File: src/rtl/slpg_pkg.sv
// ----------------------------------------------------------------------------
// slpg_pkg
// Shared types and constants of the status LED pattern generator.
// ----------------------------------------------------------------------------
package slpg_pkg;

    localparam int CFG_W     = 16;
    localparam int CFG_IDX_W = 3;
    localparam int STATUS_W  = 3;
    localparam int PHASE_W   = 2;

    localparam logic OP_TICK   = 1'b0;
    localparam logic OP_STATUS = 1'b1;

    localparam logic [STATUS_W-1:0] ST_OFF    = 3'd0;
    localparam logic [STATUS_W-1:0] ST_INIT   = 3'd1;
    localparam logic [STATUS_W-1:0] ST_IDLE   = 3'd2;
    localparam logic [STATUS_W-1:0] ST_CONN_A = 3'd3;
    localparam logic [STATUS_W-1:0] ST_CONN_B = 3'd4;
    localparam logic [STATUS_W-1:0] ST_NOFIX  = 3'd5;
    localparam logic [STATUS_W-1:0] ST_OPER   = 3'd6;
    localparam logic [STATUS_W-1:0] ST_ERROR  = 3'd7;

    localparam logic [CFG_IDX_W-1:0] REG_FAST_INTERVAL  = 3'd0;
    localparam logic [CFG_IDX_W-1:0] REG_ERROR_INTERVAL = 3'd1;
    localparam logic [CFG_IDX_W-1:0] REG_HB_ON_TIME     = 3'd2;
    localparam logic [CFG_IDX_W-1:0] REG_HB_OFF_TIME    = 3'd3;
    localparam logic [CFG_IDX_W-1:0] REG_DBL_ON_TIME    = 3'd4;
    localparam logic [CFG_IDX_W-1:0] REG_DBL_GAP_TIME   = 3'd5;
    localparam logic [CFG_IDX_W-1:0] REG_DBL_PAUSE_TIME = 3'd6;

    localparam logic [CFG_W-1:0] RST_FAST_INTERVAL  = 16'd200;
    localparam logic [CFG_W-1:0] RST_ERROR_INTERVAL = 16'd100;
    localparam logic [CFG_W-1:0] RST_HB_ON_TIME     = 16'd80;
    localparam logic [CFG_W-1:0] RST_HB_OFF_TIME    = 16'd1920;
    localparam logic [CFG_W-1:0] RST_DBL_ON_TIME    = 16'd200;
    localparam logic [CFG_W-1:0] RST_DBL_GAP_TIME   = 16'd200;
    localparam logic [CFG_W-1:0] RST_DBL_PAUSE_TIME = 16'd1000;

    localparam logic [CFG_W-1:0] ELAPSED_MAX = 16'hFFFF;

    typedef struct packed {
        logic [CFG_W-1:0] fast_interval;
        logic [CFG_W-1:0] error_interval;
        logic [CFG_W-1:0] heartbeat_on_time;
        logic [CFG_W-1:0] heartbeat_off_time;
        logic [CFG_W-1:0] double_on_time;
        logic [CFG_W-1:0] double_gap_time;
        logic [CFG_W-1:0] double_pause_time;
    } cfg_t;

    typedef struct packed {
        logic [STATUS_W-1:0] status;
        logic                pin_level;
        logic                toggle_level;
        logic [PHASE_W-1:0]  phase_count;
        logic [CFG_W-1:0]    elapsed_ticks;
    } pat_state_t;

endpackage

File: src/rtl/slpg_cfg_regs.sv
// ----------------------------------------------------------------------------
// slpg_cfg_regs
// Interval register file written through the configuration port.
// ----------------------------------------------------------------------------
module slpg_cfg_regs
(
    input  logic                           clk,
    input  logic                           rst_n,
    input  logic                           cfg_we,
    input  logic [slpg_pkg::CFG_IDX_W-1:0] cfg_index,
    input  logic [slpg_pkg::CFG_W-1:0]     cfg_wdata,
    output slpg_pkg::cfg_t                 cfg
);

    slpg_pkg::cfg_t cfg_reg;
    slpg_pkg::cfg_t cfg_next;

    always_comb
    begin
        cfg_next = cfg_reg;
        if (cfg_we)
        begin
            case (cfg_index)
                slpg_pkg::REG_FAST_INTERVAL:  cfg_next.fast_interval      = cfg_wdata;
                slpg_pkg::REG_ERROR_INTERVAL: cfg_next.error_interval     = cfg_wdata;
                slpg_pkg::REG_HB_ON_TIME:     cfg_next.heartbeat_on_time  = cfg_wdata;
                slpg_pkg::REG_HB_OFF_TIME:    cfg_next.heartbeat_off_time = cfg_wdata;
                slpg_pkg::REG_DBL_ON_TIME:    cfg_next.double_on_time     = cfg_wdata;
                slpg_pkg::REG_DBL_GAP_TIME:   cfg_next.double_gap_time    = cfg_wdata;
                slpg_pkg::REG_DBL_PAUSE_TIME: cfg_next.double_pause_time  = cfg_wdata;
                default:                      cfg_next = cfg_reg;
            endcase
        end
    end

    always_ff @(posedge clk or negedge rst_n)
    begin
        if (!rst_n)
        begin
            cfg_reg.fast_interval      <= slpg_pkg::RST_FAST_INTERVAL;
            cfg_reg.error_interval     <= slpg_pkg::RST_ERROR_INTERVAL;
            cfg_reg.heartbeat_on_time  <= slpg_pkg::RST_HB_ON_TIME;
            cfg_reg.heartbeat_off_time <= slpg_pkg::RST_HB_OFF_TIME;
            cfg_reg.double_on_time     <= slpg_pkg::RST_DBL_ON_TIME;
            cfg_reg.double_gap_time    <= slpg_pkg::RST_DBL_GAP_TIME;
            cfg_reg.double_pause_time  <= slpg_pkg::RST_DBL_PAUSE_TIME;
        end
        else
        begin
            cfg_reg <= cfg_next;
        end
    end

    assign cfg = cfg_reg;

endmodule

File: src/rtl/slpg_pattern.sv
// ----------------------------------------------------------------------------
// slpg_pattern
// Pattern state and its registered update for a tick or a status request.
// ----------------------------------------------------------------------------
module slpg_pattern
(
    input  logic                          clk,
    input  logic                          rst_n,
    input  logic                          enable,
    input  logic                          opcode,
    input  logic [slpg_pkg::STATUS_W-1:0] new_status,
    input  slpg_pkg::cfg_t                cfg,
    output logic                          led_next,
    output logic [slpg_pkg::STATUS_W-1:0] status_next
);

    slpg_pkg::pat_state_t st_reg;
    slpg_pkg::pat_state_t st_next;

    logic [slpg_pkg::CFG_W-1:0] elapsed_inc;
    logic [slpg_pkg::CFG_W-1:0] interval;
    logic                       timed;
    logic                       done;

    always_comb
    begin
        elapsed_inc = (st_reg.elapsed_ticks == slpg_pkg::ELAPSED_MAX) ?
                      st_reg.elapsed_ticks : st_reg.elapsed_ticks + 16'd1;
        timed    = 1'b1;
        interval = cfg.fast_interval;
        case (st_reg.status)
            slpg_pkg::ST_CONN_A, slpg_pkg::ST_CONN_B: interval = cfg.fast_interval;
            slpg_pkg::ST_ERROR: interval = cfg.error_interval;
            slpg_pkg::ST_OPER:
            begin
                interval = st_reg.toggle_level ? cfg.heartbeat_on_time
                                               : cfg.heartbeat_off_time;
            end
            slpg_pkg::ST_NOFIX:
            begin
                case (st_reg.phase_count)
                    2'd1:    interval = cfg.double_gap_time;
                    2'd3:    interval = cfg.double_pause_time;
                    default: interval = cfg.double_on_time;
                endcase
            end
            default: timed = 1'b0;
        endcase
        done = timed && (elapsed_inc >= interval);

        st_next = st_reg;
        if (opcode == slpg_pkg::OP_STATUS)
        begin
            if (new_status != st_reg.status)
            begin
                st_next.status        = new_status;
                st_next.elapsed_ticks = '0;
                st_next.phase_count   = '0;
                st_next.toggle_level  = 1'b0;
                st_next.pin_level     = (new_status == slpg_pkg::ST_INIT);
            end
        end
        else
        begin
            st_next.elapsed_ticks = done ? '0 : elapsed_inc;
            if (st_reg.status == slpg_pkg::ST_NOFIX)
            begin
                st_next.pin_level    = ~st_reg.phase_count[0];
                st_next.toggle_level = ~st_reg.phase_count[0];
                if (done)
                begin
                    st_next.phase_count = st_reg.phase_count + 2'd1;
                end
            end
            else if (done)
            begin
                st_next.toggle_level = ~st_reg.toggle_level;
                st_next.pin_level    = ~st_reg.toggle_level;
            end
        end
    end

    always_ff @(posedge clk or negedge rst_n)
    begin
        if (!rst_n)
        begin
            st_reg <= '0;
        end
        else if (enable)
        begin
            st_reg <= st_next;
        end
    end

    assign led_next    = st_next.pin_level;
    assign status_next = st_next.status;

endmodule

File: src/rtl/status_led_pattern_generator_unit.sv
// ----------------------------------------------------------------------------
// status_led_pattern_generator_unit
// Status LED pattern generator with stream input and output channels.
// ----------------------------------------------------------------------------
// Usage:
//   Input channel s_*: one request per item. s_tuser[0] is the opcode
//   (0 one-millisecond tick, 1 status change); s_tdata[2:0] is the status.
//   Output channel m_*: one result per request, m_tdata[0] the LED level
//   and m_tdata[3:1] the status in force after that request.
//   Configuration: cfg_we, cfg_index, cfg_wdata write the seven interval
//   registers; indexes beyond the list are ignored. Write only while idle.
//   Path: an accepted request is held in the input register, then the
//   pattern update writes its result into the result register.
//   Throughput: one request per cycle unless stalled; the pattern
//   update is a single 16-bit increment and compare on the state registers.
//   Reset: status off, LED off, counters cleared, intervals at defaults.
//   Stall: a held result blocks the update stage; one more request is
//   parked in the input register, then s_tready drops.
// ----------------------------------------------------------------------------
module status_led_pattern_generator_unit
(
    input  logic                           clk,
    input  logic                           rst_n,
    input  logic                           s_tvalid,
    output logic                           s_tready,
    input  logic [7:0]                     s_tdata,   // [2:0] new_status
    input  logic [0:0]                     s_tuser,   // [0] opcode
    output logic                           m_tvalid,
    input  logic                           m_tready,
    output logic [7:0]                     m_tdata,   // [0] led_on, [3:1] active_status
    input  logic                           cfg_we,
    input  logic [slpg_pkg::CFG_IDX_W-1:0] cfg_index,
    input  logic [slpg_pkg::CFG_W-1:0]     cfg_wdata
);

    slpg_pkg::cfg_t cfg;

    logic                          in_valid_reg;
    logic                          in_op_reg;
    logic [slpg_pkg::STATUS_W-1:0] in_status_reg;
    logic                          out_valid_reg;
    logic                          out_led_reg;
    logic [slpg_pkg::STATUS_W-1:0] out_status_reg;
    logic                          advance;
    logic                          led_next;
    logic [slpg_pkg::STATUS_W-1:0] status_next;

    assign advance  = in_valid_reg && (!out_valid_reg || m_tready);
    assign s_tready = !in_valid_reg || advance;

    slpg_cfg_regs u_cfg
    (
        .clk       (clk),
        .rst_n     (rst_n),
        .cfg_we    (cfg_we),
        .cfg_index (cfg_index),
        .cfg_wdata (cfg_wdata),
        .cfg       (cfg)
    );

    slpg_pattern u_pattern
    (
        .clk         (clk),
        .rst_n       (rst_n),
        .enable      (advance),
        .opcode      (in_op_reg),
        .new_status  (in_status_reg),
        .cfg         (cfg),
        .led_next    (led_next),
        .status_next (status_next)
    );

    always_ff @(posedge clk or negedge rst_n)
    begin
        if (!rst_n)
        begin
            in_valid_reg  <= 1'b0;
            out_valid_reg <= 1'b0;
        end
        else
        begin
            if (s_tready)
            begin
                in_valid_reg <= s_tvalid;
            end
            if (advance)
            begin
                out_valid_reg <= 1'b1;
            end
            else if (m_tready)
            begin
                out_valid_reg <= 1'b0;
            end
        end
    end

    always_ff @(posedge clk)
    begin
        if (s_tvalid && s_tready)
        begin
            in_op_reg     <= s_tuser[0];
            in_status_reg <= s_tdata[slpg_pkg::STATUS_W-1:0];
        end
        if (advance)
        begin
            out_led_reg    <= led_next;
            out_status_reg <= status_next;
        end
    end

    assign m_tvalid = out_valid_reg;
    assign m_tdata  = {4'b0000, out_status_reg, out_led_reg};

`ifndef SYNTHESIS
    a_no_overwrite: assert property (@(posedge clk) disable iff (!rst_n)
        (out_valid_reg && !m_tready) |-> !advance)
        else $error("result overwritten while stalled");

    a_advance_valid: assert property (@(posedge clk) disable iff (!rst_n)
        advance |=> out_valid_reg)
        else $error("update did not produce a result");

    a_status_taken: assert property (@(posedge clk) disable iff (!rst_n)
        (advance && in_op_reg == slpg_pkg::OP_STATUS)
        |=> out_status_reg == $past(in_status_reg))
        else $error("status request not applied");

    a_init_lit: assert property (@(posedge clk) disable iff (!rst_n)
        (advance && status_next == slpg_pkg::ST_INIT) |=> out_led_reg)
        else $error("LED dark in init status");
`endif

endmodule
File: config.mk
export PLATFORM = sky130hd
export DESIGN_NAME = status_led_pattern_generator_unit
export DESIGN_NICKNAME = d
export VERILOG_FILES = /design/src/rtl/slpg_pkg.sv /design/src/rtl/slpg_cfg_regs.sv /design/src/rtl/slpg_pattern.sv /design/src/rtl/status_led_pattern_generator_unit.sv
export SDC_FILE = /design/constraint.sdc
export NUM_CORES = 1
export LEC_CHECK = 0
export BUFFER_PORTS_ARGS = -buffer_cell sky130_fd_sc_hd__buf_2
export CORE_ASPECT_RATIO = 0.5
export CORE_MARGIN = 2
export CORE_UTILIZATION = 60
export CTS_CLUSTER_DIAMETER = 200
export DETAILED_ROUTE_END_ITERATION = 12
export HOLD_SLACK_MARGIN = 0.08
export PLACE_DENSITY = 0.76
export SETUP_SLACK_MARGIN = 0.2
export SLEW_MARGIN = 5
export SYNTH_ARGS = -nofsm -noshare
export SYNTH_HDL_FRONTEND = slang
export SYNTH_SLANG_ARGS = --single-unit
File: constraint.sdc
create_clock -name clk -period 4.3 [get_ports clk]
set_input_delay 0.86 -clock clk [delete_from_list [all_inputs] [get_ports clk]]
set_output_delay 0.86 -clock clk [all_outputs]
set_load 0.02 [all_outputs]
==> flow_metrics.env, run 1 <==
export IMPL_areaGrowthSynthToFinish_pct=12.67
export IMPL_dp_cells=799
export IMPL_cts_buffer_depth=2
export IMPL_cts_tree="done"
export IMPL_drv_cap=0
export IMPL_min_period_ns=3.813
export IMPL_start_util_pct=61.97
export IMPL_final_cell_mix="mux2_2 (117), dfrtp_1 (113), nand2_1 (49)"
export IMPL_yosys_warnings=0
export IMPL_holdBufCountCts=0
export IMPL_highest_layer="met4"
export IMPL_layout_drive_gt1_share_pct=35.59
export IMPL_start_kind="flop"
export IMPL_hold_violations=0
export IMPL_postRouteWirelength_um=15820
export IMPL_clk_latency_ns=0.42
export IMPL_slowest_stage="or4b_1"
export IMPL_slew_headroom_pct=26.25
export IMPL_ir_drop_mv=0.2417
export IMPL_final_common_cell="mux2_2"
export IMPL_cts_root_buf="clkbuf_16"
export IMPL_ant_nets=0
export IMPL_cp_cell_sequence="ha_2 > nor2_1 > buf_4 > nand2_1 > a21oi_1 > a311oi_1 > nor2_1 > a21oi_2 > ha_1 > a21oi_1 > o21ai_0 > or4b_1 > o2bb2ai_2 > buf_4 > a31oi_1 > a31oi_1"
export IMPL_synth_distinct_cells=66
export IMPL_status="finished, final reports clean"
export IMPL_dpl_hpwl_um=10400
export IMPL_rows=28
export IMPL_io_pins=43
export IMPL_drt_iter0_drc=349
export IMPL_p_per_area_nw_per_um2=566.7
export IMPL_drc=0
export IMPL_period_share_pct=88.69
export IMPL_syn_area_um2=7360
export IMPL_fillers=807
export IMPL_finClkSkew_ns=0.007729
export IMPL_fin_cells=831
export IMPL_fmax_mhz=262.2
export IMPL_synth_edf_count=8
export IMPL_synth_cells=619
export IMPL_crit_path_max_fanout=23
export IMPL_die_area_um2=13220
export IMPL_htreeDepth=4
export IMPL_clock_sinks=145
export IMPL_largest_register_ffs=112
export IMPL_hold_path_class="reg2reg"
export IMPL_drv_slew=0
export IMPL_final_util_pct=69.82
export IMPL_rsz0062_at_grt="no"
export IMPL_seq_area_frac_synth_pct=50.26
export IMPL_antenna_cells=0
export IMPL_wl_met2_um=7190
export IMPL_critical_path_arrival_ns=4.12
export IMPL_synth_avg_cell_area_um2=11.89
export IMPL_cpPeakStageDelay_ns=0.56
export IMPL_die_y_um=82.32
export IMPL_vias_per_cell=6.093
export IMPL_antenna_found_initial=0
export IMPL_leakage_nw=3.535
export IMPL_grt_pass1_wl_um=25630
export IMPL_setup_viol=0
export IMPL_post_cts_buffers=0
export IMPL_critPathKind="reg2reg"
export IMPL_setup_slack_ns=0.4865
export IMPL_pre_cts_ws_ns=0.3559
export IMPL_core_um2=11880
export IMPL_placed_area_um2=7699
export IMPL_overflow=0
export IMPL_holdWs_ns=0.4885
export IMPL_cts_made_buffers=17
export IMPL_place_gp_congestion=0.8190
export IMPL_wl_met3_um=746
export IMPL_firstDrtPassIters=4
export IMPL_die_w_um=160.6
export IMPL_totalPowerFinal_mw=4.699
export IMPL_final_area_um2=8292
export IMPL_tightest_slew_ns=1.100
export IMPL_wl_per_cell_um=19.03
export IMPL_routedLengthMet1_um=7645
export IMPL_via_count=5063
export IMPL_ys_ff_latch=145
export IMPL_synthArstFlopShare_pct=94.48
export IMPL_crit_required_ns=4.61
export IMPL_io_buffers=33
export IMPL_grt_max_degree=88
export IMPL_clk_pin_slew_ns=0.06
export IMPL_track_usage_pct=25.51
export IMPL_synth_ff_type="dfrtp_1"
export IMPL_first_global_vias=4854
export IMPL_crit_path_end_kind="flop"
export IMPL_fin_tns_setup_ns=0
export IMPL_fin_nets=705
## worst max-delay path: cells and delay by family, from the launching register on
kind	cells	cell delay, ns
DFF	1	0.46
AOI/OAI and AO/OA	8	1.32
and+or+nand+nor	4	0.79
buffers and inverters	2	0.47
adders and majority gates	2	0.67
## where the power goes
part | switching (mW) | internal [mW] | leakage, nW
clock network | 0.612 | 0.858 | 0.285
registers | 0.180 | 1.69 | 1.71
logic | 0.757 | 0.597 | 1.54
## cells in the mapped netlist (2+ instances only)
library cell / count / share of area, %
a21o_1: 2 / 0.20
a21oi_1: 33 / 2.2
a221o_1: 2 / 0.27
a221oi_1: 18 / 2.1
a22o_1: 6 / 0.71
a22oi_1: 10 / 1.0
a311oi_1: 9 / 1.1
a31oi_1: 5 / 0.43
and2_1: 3 / 0.26
and3_1: 4 / 0.34
buf_1: 3 / 0.15
buf_2: 8 / 0.54
buf_4: 6 / 0.61
clkbuf_1: 20 / 1.0
dfrtp_1: 113 / 38
dfstp_2: 24 / 8.6
edfxtp_1: 8 / 3.3
ha_1: 19 / 3.2
inv_1: 13 / 0.66
mux2_1: 5 / 0.76
mux2_2: 117 / 18
mux2i_1: 13 / 1.8
nand2_1: 49 / 2.5
nand2b_1: 8 / 0.68
nand3_1: 8 / 0.54
nand4_1: 6 / 0.51
nand4b_1: 3 / 0.36
nor2_1: 27 / 1.4
nor2b_1: 3 / 0.26
nor3_1: 8 / 0.54
nor3_2: 3 / 0.41
nor3b_1: 3 / 0.31
o21a_1: 4 / 0.41
o21ai_0: 8 / 0.54
o21ai_1: 6 / 0.41
o311ai_0: 2 / 0.24
xnor2_1: 6 / 0.71
xor2_1: 6 / 0.71
## logic make-up after synthesis
group	after synthesis	synth area share (%)
AOI/OAI and AO/OA	120	11.99
other	1	0.05095
adders and majority gates	19	3.230
muxes	135	20.44
xor gates and xnor gates	12	1.428
and+or+nand+nor	136	9.470
buffers and inverters	51	3.145
DFF	145	50.25
## worst paths after layout
check / start / endpoint / slack [ns] / cells after the start
min reg2reg: u_cfg.cfg[90]$_DFFE_PN0P_ / u_cfg.cfg[90]$_DFFE_PN0P_ / 0.49 / 1
max reg2reg: u_pattern.st_reg[16]$_DFFE_PN0P_ / u_pattern.st_reg[7]$_DFFE_PN0P_ / 0.49 / 16
max in group asynchronous: rst_n / u_cfg.cfg[102]$_DFFE_PN1P_ / 2.89 / 2
max: u_pattern.st_reg[16]$_DFFE_PN0P_ / u_pattern.st_reg[7]$_DFFE_PN0P_ / 0.49 / 16
min in group asynchronous: rst_n / u_cfg.cfg[25]$_DFFE_PN0P_ / 0.50 / 1
min: u_cfg.cfg[90]$_DFFE_PN0P_ / u_cfg.cfg[90]$_DFFE_PN0P_ / 0.49 / 1
## layer usage
metal,vias to the layer above,global-route usage [%]
met5,-,0
met4,0,9.910
met3,24,5.045
met2,119,41.42
met1,2551,34.67
li1,2369,-
## area by class of cell
type | count | area (um^2) | area share (%)
sequential | 145 | 3699 | 44.61
clock inverter | 12 | 118.9 | 1.434
clock buffer | 20 | 467.9 | 5.644
multi-input combinational | 426 | 3452 | 41.63
inverter | 13 | 48.80 | 0.5885
timing repair buffer | 50 | 299.0 | 3.606
tap | 165 | 206.4 | 2.490
## timing repair
action / CTS / global route
endpoints found under the hold margin: 0 / 0
gates resized for setup: 0 / 2
endpoints found under the setup margin: 0 / 8
Note: power is estimated with default switching activity, not from simulation.
==> run 2, diff against run 1 <==
- SYNTH_HIERARCHICAL: unset -> 1
==> flow_metrics.env, run 2 <==
export IMPL_status="finished, final reports clean"
export IMPL_hp_start="u_cfg/cfg[12]$_DFFE_PN0P_"
export IMPL_first_global_vias=5127
export IMPL_drv_slew=0
export IMPL_io_buffers=33
export IMPL_areaGrowthSynthToFinish_pct=12.54
export IMPL_synth_distinct_cells=72
export IMPL_drc=0
export IMPL_hold_end="u_cfg/cfg[12]$_DFFE_PN0P_"
export IMPL_synth_common_cells="dfrtp_1 (113), mux2_2 (107), a21oi_1 (41)"
export IMPL_holdPathStages=1
export IMPL_largest_register_ffs=112
export IMPL_setup_slack_ns=0.3948
export IMPL_cts_tree="done"
export IMPL_dpl_hpwl_um=10610
export IMPL_via_count=5152
export IMPL_vias_per_cell=6.237
export IMPL_holdWs_ns=0.5082
export IMPL_critPathKind="reg2reg"
export IMPL_start_kind="flop"
export IMPL_clock_sinks=145
export IMPL_track_usage_pct=26.82
export IMPL_grt_max_degree=99
export IMPL_crit_required_ns=4.64
export IMPL_r2r_end="u_pattern/st_reg[8]$_DFFE_PN0P_"
export IMPL_yosys_warnings=6
export IMPL_fin_nets=700
export IMPL_cts_made_buffers=17
export IMPL_period_share_pct=90.82
export IMPL_yosys_area_top_type="dfrtp_1"
export IMPL_grt_pass1_wl_um=27920
export IMPL_ir_drop_mv=0.2822
export IMPL_fmax_mhz=256.1
export IMPL_crit_path_end_kind="flop"
export IMPL_drv_cap=0
export IMPL_syn_area_um2=7556
export IMPL_crit_path_max_fanout=20
export IMPL_rsz0062_at_grt="yes"
export IMPL_ant_nets=0
export IMPL_synthArstFlopShare_pct=94.48
export IMPL_dp_cells=794
export IMPL_min_period_ns=3.905
export IMPL_fin_cells=826
export IMPL_synth_cells=620
export IMPL_critical_path_arrival_ns=4.25
export IMPL_p_per_area_nw_per_um2=539.2
export IMPL_fillers=845
export IMPL_slew_headroom_pct=37.78
export IMPL_post_cts_buffers=0
export IMPL_fin_tns_setup_ns=0
export IMPL_synth_avg_cell_area_um2=12.19
export IMPL_synth_ff_type="dfrtp_1"
export IMPL_final_cell_mix="dfrtp_1 (113), mux2_2 (107), a21oi_1 (41)"
export IMPL_die_area_um2=13560
export IMPL_tightest_slew_ns=0.9332
export IMPL_cts_buffer_depth=2
export IMPL_ys_ff_latch=145
export IMPL_clk_pin_slew_ns=0.07
export IMPL_reg2reg_from="u_pattern/st_reg[16]$_DFFE_PN0P_"
export IMPL_synth_area_leaders="dfrtp_1 (37%), mux2_2 (16%), dfstp_2 (8.3%)"
export IMPL_antenna_found_initial=0
export IMPL_wl_per_cell_um=20.51
export IMPL_postRouteWirelength_um=16940
export IMPL_cts_resized=0
export IMPL_antenna_cells=0
export IMPL_rr_worst_depth=14
export IMPL_io_pins=43
export IMPL_layout_drive_gt1_share_pct=38.58
export IMPL_start_util_pct=62.70
export IMPL_firstDrtPassIters=5
export IMPL_r2r_slack_ns=0.39
export IMPL_finClkSkew_ns=0.01037
export IMPL_synth_top_area_share_pct=37.42
export IMPL_seq_area_frac_synth_pct=48.95
export IMPL_place_gp_congestion=0.7877
export IMPL_synth_most_common_cell="dfrtp_1"
export IMPL_final_common_cell="dfrtp_1"
export IMPL_overflow=0
export IMPL_die_y_um=83.35
export IMPL_cts_root_buf="clkbuf_16"
export IMPL_rows=28
export IMPL_drt_iter0_drc=289
export IMPL_synth_edf_count=8
export IMPL_hold_path_class="reg2reg"
export IMPL_die_w_um=162.7
export IMPL_htreeDepth=4
export IMPL_hold_violations=0
export IMPL_clk_latency_ns=0.43
export IMPL_leakage_nw=3.674
export IMPL_core_um2=12050
export IMPL_totalPowerFinal_mw=4.585
export IMPL_holdBufCountCts=0
export IMPL_setup_viol=0
export IMPL_pre_cts_ws_ns=0.2793
## run 2: cell types whose count changed after synthesis, sizes merged, moves of 6 or more
cell and delta:
inv -8, a22oi -8, nor2 -7, a22o +15
nor3 +6, o221ai +13, a21oi +7, a221oi -17
nand2 -9, buf +11, a311oi -9
## run 2: kinds of logic after synthesis
logic type | after synthesis | synth area share, %
multiplexers | 136 | 20.47
other | 1 | 0.04963
AO/OA/AOI/OAI | 116 | 10.81
XOR/XNOR | 13 | 1.507
flip-flops | 145 | 48.95
buffers and inverters | 54 | 4.190
AND/OR/NAND/NOR | 136 | 10.88
adder cells (fa/ha/maj) | 19 | 3.146
## run 2: where the power goes
group	internal (mW)	switching, mW
clock network	0.829	0.666
logic	0.566	0.628
registers	1.68	0.212
total	3.08	1.50
## run 2: cell type report
type	instances	area (um^2)	share of cell area [%]
repair buffers	55	349.1	4.105
inverters	5	18.77	0.2207
multi-input cells	424	3636	42.76
clock buffers	17	425.4	5.003
well taps	165	206.4	2.428
clock inverters	15	168.9	1.986
flip-flops and latches	145	3699	43.50
## run 2: per-stage QoR
stage | utilization, % | cell area, um^2
after floorplan | - | 7567
after global placement | 65.30 | 7870
after detailed placement | 65.30 | 7870
after CTS | 70.23 | 8464
after global routing | 70.56 | 8503
final | 70.56 | 8503
## run 2: routing by layer
metal,track usage (%),vias up,wire length (um)
met2,40.68,167,7808
li1,-,2361,-
met4,7.160,0,197
met5,0,-,0
met3,6.693,22,1217
met1,38.62,2602,7720
## run 2: worst max-delay path, stage by stage, from the launching register on
cell and delay [ns]:
dfrtp_1 0.57, ha_4 0.29, nor2_1 0.07, buf_4 0.17, a21oi_1 0.18, o221ai_1 0.15
a21oi_1 0.29, ha_1 0.31, a21oi_1 0.16, o21ai_0 0.13, nor4_2 0.47, a31oi_4 0.21
buf_12 0.21, or4b_1 0.51, o211ai_1 0.10
## run 2: worst max path at each step
stage          depth (start not counted)                               to                        startpoint
6_report                              14  u_pattern/st_reg[8]$_DFFE_PN0P_  u_pattern/st_reg[16]$_DFFE_PN0P_
5_1_grt                               14  u_pattern/st_reg[8]$_DFFE_PN0P_   u_pattern/st_reg[0]$_DFFE_PN0P_
4_1_cts                               14  u_pattern/st_reg[8]$_DFFE_PN0P_  u_pattern/st_reg[16]$_DFFE_PN0P_
3_5_place_dp                          14  u_pattern/st_reg[8]$_DFFE_PN0P_  u_pattern/st_reg[16]$_DFFE_PN0P_
3_3_place_gp                          14  u_pattern/st_reg[8]$_DFFE_PN0P_  u_pattern/st_reg[16]$_DFFE_PN0P_
2_1_floorplan                         15            out_led_reg$_DFFE_PP_  u_pattern/st_reg[16]$_DFFE_PN0P_
